===== config.mk =====
export PLATFORM = sky130hd
export DESIGN_NAME = dht_hash
export DESIGN_NICKNAME = d
export VERILOG_FILES = /design/src/rtl/core/dht_pkg.sv /design/src/rtl/core/dht_mulseq.sv /design/src/rtl/core/dht_hash.sv
export SDC_FILE = /design/constraint.sdc
export NUM_CORES = 2
export LEC_CHECK = 0
export BUFFER_PORTS_ARGS = -buffer_cell sky130_fd_sc_hd__buf_4
export CORE_ASPECT_RATIO = 0.6
export CORE_MARGIN = 2
export CORE_UTILIZATION = 40
export DETAILED_ROUTE_END_ITERATION = 10
export GPL_ROUTABILITY_DRIVEN = 1
export HOLD_SLACK_MARGIN = 0.02
export PLACE_DENSITY_LB_ADDON = 0.15
export SLEW_MARGIN = 20
export SYNTH_ARGS = -nofsm -noshare
export SYNTH_HDL_FRONTEND = slang
export SYNTH_SLANG_ARGS = --single-unit

===== constraint.sdc =====
create_clock -name aclk -period 25.4 [get_ports aclk]
set_clock_uncertainty 0.05 [all_clocks]
set_input_delay 7.62 -clock aclk [delete_from_list [all_inputs] [get_ports aclk]]
set_output_delay 7.62 -clock aclk [all_outputs]
set_load 0.005 [all_outputs]

===== src/rtl/core/dht_pkg.sv =====
// shared types and constants for the double hash table
`default_nettype none
package dht_pkg;
    localparam logic [1:0] TAG_EMPTY = 2'd0;
    localparam logic [1:0] TAG_LIVE  = 2'd1;
    localparam logic [1:0] TAG_TOMB  = 2'd2;

    localparam logic [1:0] ST_INSERTED  = 2'd0;
    localparam logic [1:0] ST_REMOVED   = 2'd1;
    localparam logic [1:0] ST_NOT_FOUND = 2'd2;
    localparam logic [1:0] ST_FULL      = 2'd3;

    localparam logic ACT_INSERT = 1'b0;
    localparam logic ACT_REMOVE = 1'b1;

    localparam logic [63:0] MIX_C1 = 64'hbf58476d1ce4e5b9;
    localparam logic [63:0] MIX_C2 = 64'h94d049bb133111eb;

    // request handed from the top level to the hash unit
    typedef struct packed {
        logic        start;
        logic [63:0] key;
    } hash_req_t;

    typedef struct packed {
        logic        done;
        logic [63:0] pos;
        logic [63:0] step;
    } hash_rsp_t;
endpackage
`default_nettype wire


===== src/rtl/core/dht_mulseq.sv =====
// sequential 64x64 multiplier with full 128-bit product, 16x64 partial product per cycle
`default_nettype none
module dht_mulseq
    import dht_pkg::*;
(
    input  wire logic        aclk,
    input  wire logic        aresetn,
    input  wire logic        start,
    input  wire logic [63:0] a,
    input  wire logic [63:0] b,
    output logic             done,
    output logic [63:0]      p_lo,
    output logic [63:0]      p_hi
);
    logic [127:0] acc_reg;
    logic [63:0]  a_reg, b_reg;
    logic [2:0]   cnt_reg;
    logic         busy_reg, done_reg;
    logic [79:0]  part;
    logic [79:0]  sum;

    // 16-bit slice of b times a, added at the top and shifted down
    assign part = {16'd0, a_reg} * {64'd0, b_reg[15:0]};
    assign sum  = {16'd0, acc_reg[127:64]} + part;

    always_ff @(posedge aclk) begin
        if (!aresetn) begin
            busy_reg <= 1'b0;
            done_reg <= 1'b0;
            cnt_reg  <= 3'd0;
        end else begin
            done_reg <= busy_reg && (cnt_reg == 3'd3) && !start;
            if (start) begin
                busy_reg <= 1'b1;
                cnt_reg  <= 3'd0;
                acc_reg  <= '0;
                a_reg    <= a;
                b_reg    <= b;
            end else if (busy_reg) begin
                acc_reg  <= {sum, acc_reg[63:16]};
                b_reg    <= b_reg >> 16;
                cnt_reg  <= cnt_reg + 3'd1;
                busy_reg <= (cnt_reg != 3'd3);
            end
        end
    end
    assign done = done_reg;
    assign p_lo = acc_reg[63:0];
    assign p_hi = acc_reg[127:64];
endmodule
`default_nettype wire


===== src/rtl/core/dht_hash.sv =====
// splitmix64 mix, start position and probe step by reciprocal multiplication
`default_nettype none
module dht_hash
    import dht_pkg::*;
#(
    parameter int TABLE_SIZE = 1021
) (
    input  wire logic      aclk,
    input  wire logic      aresetn,
    input  wire hash_req_t req,
    output hash_rsp_t      rsp
);
    typedef enum logic [8:0] {
        H_IDLE = 9'b000000001, H_MIX1 = 9'b000000010, H_MIX2 = 9'b000000100,
        H_QK   = 9'b000001000, H_QZ   = 9'b000010000, H_RK   = 9'b000100000,
        H_RZ   = 9'b001000000, H_FIX  = 9'b010000000, H_DONE = 9'b100000000
    } hstate_t;
    localparam logic [64:0] TWO64 = {1'b1, 64'd0};
    localparam logic [63:0] NMOD  = 64'(TABLE_SIZE);
    localparam logic [63:0] NM1   = 64'(TABLE_SIZE - 1);
    // floor(2^64 / n), so the quotient estimate is low by at most one
    localparam logic [63:0] RCP_K = 64'(TWO64 / 65'(TABLE_SIZE));
    localparam logic [63:0] RCP_Z = 64'(TWO64 / 65'(TABLE_SIZE - 1));

    hstate_t     st_reg;
    logic [63:0] key_reg, z_reg;
    logic [63:0] qk_reg, qz_reg;
    logic [63:0] rk_reg, rz_reg;
    logic        mstart_reg;
    logic        mul_go;
    logic [63:0] ma, mb, mlo, mhi;
    logic        mdone;

    dht_mulseq u_mul (
        .aclk(aclk), .aresetn(aresetn), .start(mstart_reg),
        .a(ma), .b(mb), .done(mdone), .p_lo(mlo), .p_hi(mhi)
    );

    // operands for the multiply of the current step
    always_comb begin
        case (st_reg)
            H_MIX1:  begin ma = z_reg;   mb = MIX_C1; end
            H_MIX2:  begin ma = z_reg;   mb = MIX_C2; end
            H_QK:    begin ma = key_reg; mb = RCP_K;  end
            H_QZ:    begin ma = z_reg;   mb = RCP_Z;  end
            H_RK:    begin ma = qk_reg;  mb = NMOD;   end
            H_RZ:    begin ma = qz_reg;  mb = NM1;    end
            default: begin ma = z_reg;   mb = MIX_C1; end
        endcase
    end

    // start the multiplier on entry to every multiply step
    assign mul_go = (st_reg == H_IDLE && req.start)
                    || (mdone && (st_reg inside {H_MIX1, H_MIX2, H_QK, H_QZ, H_RK}));

    always_ff @(posedge aclk) begin
        if (!aresetn) mstart_reg <= 1'b0;
        else mstart_reg <= mul_go;
    end

    always_ff @(posedge aclk) begin
        if (!aresetn) begin
            st_reg <= H_IDLE;
        end else begin
            case (st_reg)
                H_IDLE: if (req.start) begin
                    key_reg <= req.key;
                    z_reg   <= req.key ^ (req.key >> 30);
                    st_reg  <= H_MIX1;
                end
                H_MIX1: if (mdone) begin
                    z_reg  <= mlo ^ (mlo >> 27);
                    st_reg <= H_MIX2;
                end
                H_MIX2: if (mdone) begin
                    z_reg  <= mlo ^ (mlo >> 31);
                    st_reg <= H_QK;
                end
                H_QK: if (mdone) begin
                    qk_reg <= mhi;
                    st_reg <= H_QZ;
                end
                H_QZ: if (mdone) begin
                    qz_reg <= mhi;
                    st_reg <= H_RK;
                end
                H_RK: if (mdone) begin
                    rk_reg <= key_reg - mlo;
                    st_reg <= H_RZ;
                end
                H_RZ: if (mdone) begin
                    rz_reg <= z_reg - mlo;
                    st_reg <= H_FIX;
                end
                // remainders are below twice the divisor here
                H_FIX: begin
                    rk_reg <= (rk_reg >= NMOD) ? rk_reg - NMOD : rk_reg;
                    rz_reg <= (rz_reg >= NM1) ? rz_reg - NM1 : rz_reg;
                    st_reg <= H_DONE;
                end
                H_DONE: st_reg <= H_IDLE;
                default: st_reg <= H_IDLE;
            endcase
        end
    end
    assign rsp.done = (st_reg == H_DONE);
    assign rsp.pos  = rk_reg;
    assign rsp.step = rz_reg + 64'd1;
endmodule
`default_nettype wire


Word-level counts from Yosys, hierarchy flattened
Cells that the tools add are included.
{ "op_classes": {"n_addsub": 7, "mul": 1, "order_cmp": 2, "n_eq_ne": 20, "n_mux": 25, "n_bitwise": 4, "reduce_logical": 21} }
{ "op_table": {"columns": ["op", "count"], "rows": [
  ["two-way mux 64 bit", 9],
  ["one-hot mux 64 bit (3 select lines)", 2],
  ["one-hot mux 64 bit (5 select lines)", 1],
  ["one-hot mux 64 bit (2 select lines)", 2],
  ["greater-or-equal comparator 64 x 10 -> 1 bit, second input constant", 2],
  ["two-way mux 128 bit", 1],
  ["subtractor 64 x 10 -> 64 bit, second input constant", 2],
  ["subtractor 64 bit", 2],
  ["adder 64 x 80 -> 80 bit", 1],
  ["multiplier 64 x 16 -> 80 bit", 1],
  ["one-hot mux 9 bit (8 select lines)", 1],
  ["adder 64 x 1 -> 64 bit, second input constant", 1],
  ["XOR 64 x 33 -> 64 bit", 1],
  ["XOR 64 x 34 -> 64 bit", 1],
  ["XOR 64 x 37 -> 64 bit", 1],
  ["two-way mux 9 bit", 7],
  ["inequality test 2 x 1 -> 1 bit, second input constant", 6],
  ["== test 9 x 1 -> 1 bit, second input constant", 1],
  ["== test 9 x 2 -> 1 bit, second input constant", 1],
  ["== test 9 x 3 -> 1 bit, second input constant", 1],
  ["== test 9 x 4 -> 1 bit, second input constant", 1],
  ["== test 9 x 5 -> 1 bit, second input constant", 1],
  ["== test 9 x 6 -> 1 bit, second input constant", 1],
  ["== test 9 x 7 -> 1 bit, second input constant", 1],
  ["other kinds (20)", 32]
]} }
{ "totals": {"regBits": 655, "in_bits": 67, "output_inout_bits": 129, "wordCells": 94} }

Depth between registers and ports, before layout
{ "depth": {"depth_word": 4, "mapped_depth": 27, "depth_no_buf": 25} }

By module
From an unflattened synthesis, not the netlist that was laid out.
{ "hier_totals": {"hier_cells": 7583, "area_unflattened_um2": 71120.7} }
{ "modules_own_cells": {"columns": ["module", "instances", "cells_each", "area_each_um2"], "rows": [
  ["dht_mulseq", 1, 4514, 43352.8],
  ["dht_hash", 1, 3069, 27767.9]
]} }

Least setup slack after synthesis
OpenSTA, ideal clock, no wires.
{ "synth_path": {"kind": "in2reg", "startpoint": "input port aresetn", "endpoint": "register u_mul.acc_reg[0] (enable)", "setup_time_ps": 714, "arrival_time_ps": 15215, "required_time_ps": 24636, "slack_ps": 9421, "path_stages": 3, "path_buffers": 1, "cell_sequence": "inv_1 clkbuf_1 nor2_1"} }
{ "synth_via": {"elab_chain_cells": 1} }
{ "synth_lines": {"columns": ["element", "line", "text"], "rows": [
  ["start, declared", "dht_hash.sv:9", "input wire logic aresetn,"],
  ["AND reduction 2 bit (no source line)", null, null],
  ["end signal, assigned", "dht_mulseq.sv:40", "acc_reg <= {sum, acc_reg[63:16]};"],
  ["end, declared", "dht_mulseq.sv:15", "logic [127:0] acc_reg;"]
]} }
Every way passes these cells.
A chain may end at the register's enable or synchronous reset.

==> metrics.yaml <==
synth.area.top_cells: "edfxtp_1, fa_1, inv_1"
nNetsFinal: 8650
cts_resized: 0
synth_area_per_cell_um2: 9.35
die_h_um: 327
detailedRoute.firstPassIterationCount: 10
reg2regPathDepth: 23
drtIter0Drc: 5750
cap_violations: 0
synth.top_cell.area_share: 0.270
path_max_fanout: 9
cts_num_sinks: 639
vias_per_cell: 5.56
setup-tns-final_ps: 0
largest_reg_flops: 128
post-cts-setup-buffers: 0
overflow: 0
max_freq_mhz: 86.8
grt_pass1_wl_mm: 360
fp.coreArea_um2: 172000
grt_start_max_net_pins: 159
synth_ff_type: "edfxtp_1"
holdCritPathClass: "reg2reg"
worst_pin_slew_ps: 1150
ant_nets: 0
crit_type: "reg2out"
wl_mm: 242
crit_path_end_kind: "output pin"
cts_buffers: 58
grt_usage: 0.274
num_vias: 53900
place_hpwl_mm: 195
fillers: 16900
wire_per_inst_um: 25.0
drive_gt1_frac: 0.0602
synthArstFlopShare: 0
syn_area_um2: 69400
synth_edf_count: 624
min_path_cells: 2
hold_slack_ps: 433
path_clk_slew_ps: 70
io_buffers: 195
clockRootBuffer: "clkbuf_16"
rsz0062_at_grt: "no"
syn2layout_area_growth_pct: 8.14
ys_types: 88
fin_crit_ps: 11520
relSlewSlack: 0.234
dieArea_um2: 177000
pin_count: 196
yosysTopAreaCell: "edfxtp_1"
synth_fp_nets: 8701
first_global_vias: 53500
tritoncts: "built"
holdBufCountCts: 0
gp_congestion: 0.982
die_w_um: 542
period_share: 0.454
ff_latch_area_um2: 19000
antenna_found_initial: 27
synth_seq_area_share: 0.275
insertion_delay_ps: 680
drc: 0
finalHoldViolCount: 0
setup_viol: 0
status: "completed"
clockBufferDepth: 3
htree_levels: 2
slew_viol_final: 0
crit_required_ps: 17730
yosys_warnings: 0
ys_ff_latch: 639
crit_arrival_ps: 3850
multiInputGateArea_um2: 44200
start_kind: "register"
syn_inst: 7415
initial_core_util: 0.403
num_rows: 118
## layout by cell type (no fill, tap or decap), drive strengths merged, types with 32 or more instances in the layout
master	instances
a21o	150
a21oi	302
a222oi	64
a31oi	43
and2	355
and3	47
buf	287
clkbuf	62
edfxtp	624
fa	932
ha	287
inv	1258
nand2	1118
nand2b	32
nand3	74
nand4	79
nor2	394
nor3	63
nor4	46
o21ai	324
o21bai	54
o221ai	38
o22ai	35
xnor2	232
xor2	160
## metrics by stage
step | std cells | instance area (um^2) | utilization | setup slack, ps
2_1_floorplan | 7415 | 69400 | - | 9420
4_1_cts | 9693 | 75000 | 0.435 | 13870
3_3_place_gp | 9584 | 73000 | 0.424 | 14290
6_report | 9706 | 75000 | 0.435 | 13880
3_5_place_dp | 9584 | 73000 | 0.424 | 14240
5_1_grt | 9700 | 75000 | 0.435 | 13560
## Yosys cell counts, drive strengths merged, types with 18 or more instances
cell type  instances
inv             1251
nand2           1118
fa               932
edfxtp           624
nor2             394
clkbuf           375
and2             355
o21ai            324
a21oi            302
ha               287
xnor2            232
xor2             160
a21o             150
nand4             79
nand3             74
a222oi            64
nor3              63
o21bai            54
and3              47
nor4              46
a31oi             43
o221ai            38
o22ai             35
nand2b            32
nor2b             29
or3               24
buf               23
o31ai             21
a211oi            19
or4               18
## cell families after synthesis
logic type | share of synthesized area
mux | 0.00197
flops | 0.275
fa+ha+maj | 0.321
buf+inv | 0.0896
simple gates | 0.157
compound gates | 0.106
xor+xnor | 0.0495
## layout make-up
| cell class | count | area share |
|---|---|---|
| timing repair buffer | 287 | 0.0291 |
| clock buffer | 62 | 0.0198 |
| antenna | 13 | 0.000434 |
| sequential | 639 | 0.254 |
| tap | 2280 | 0.0380 |
| multi-input combinational | 5127 | 0.590 |
| clock inverter | 47 | 0.00631 |
| inverter | 1251 | 0.0626 |
## path summary, 6_finish.rpt
path,to,startpoint,slack (ps)
worst max-delay path,rsp[63],rz_reg[21],13880
worst min-delay path,u_mul.cnt_reg[2],u_mul.cnt_reg[2],430
worst max register to register,u_mul.acc_reg[123],u_mul.b_reg[10],16000
worst min register to register,u_mul.cnt_reg[2],u_mul.cnt_reg[2],430
## critical path, cell delays in order (launching register included)
cell,delay [ps]
edfxtp_1,540
and4_1,310
and3_1,250
and4_1,390
and4_1,350
nand2_1,200
nor2_1,240
and2_1,240
nand2b_1,180
nor2_1,170
xor2_1,170
buf_4,130
## routing by layer
layer	track usage	vias up	routed length (um)
li1	-	23900	-
met1	0.427	27600	116000
met2	0.370	2194	95300
met3	0.0880	199	27700
met4	0.0359	8	3050
met5	0.0246	-	657
Power is not shown: default switching activity piles up to over one toggle a cycle in this logic, so the estimate is an artifact.
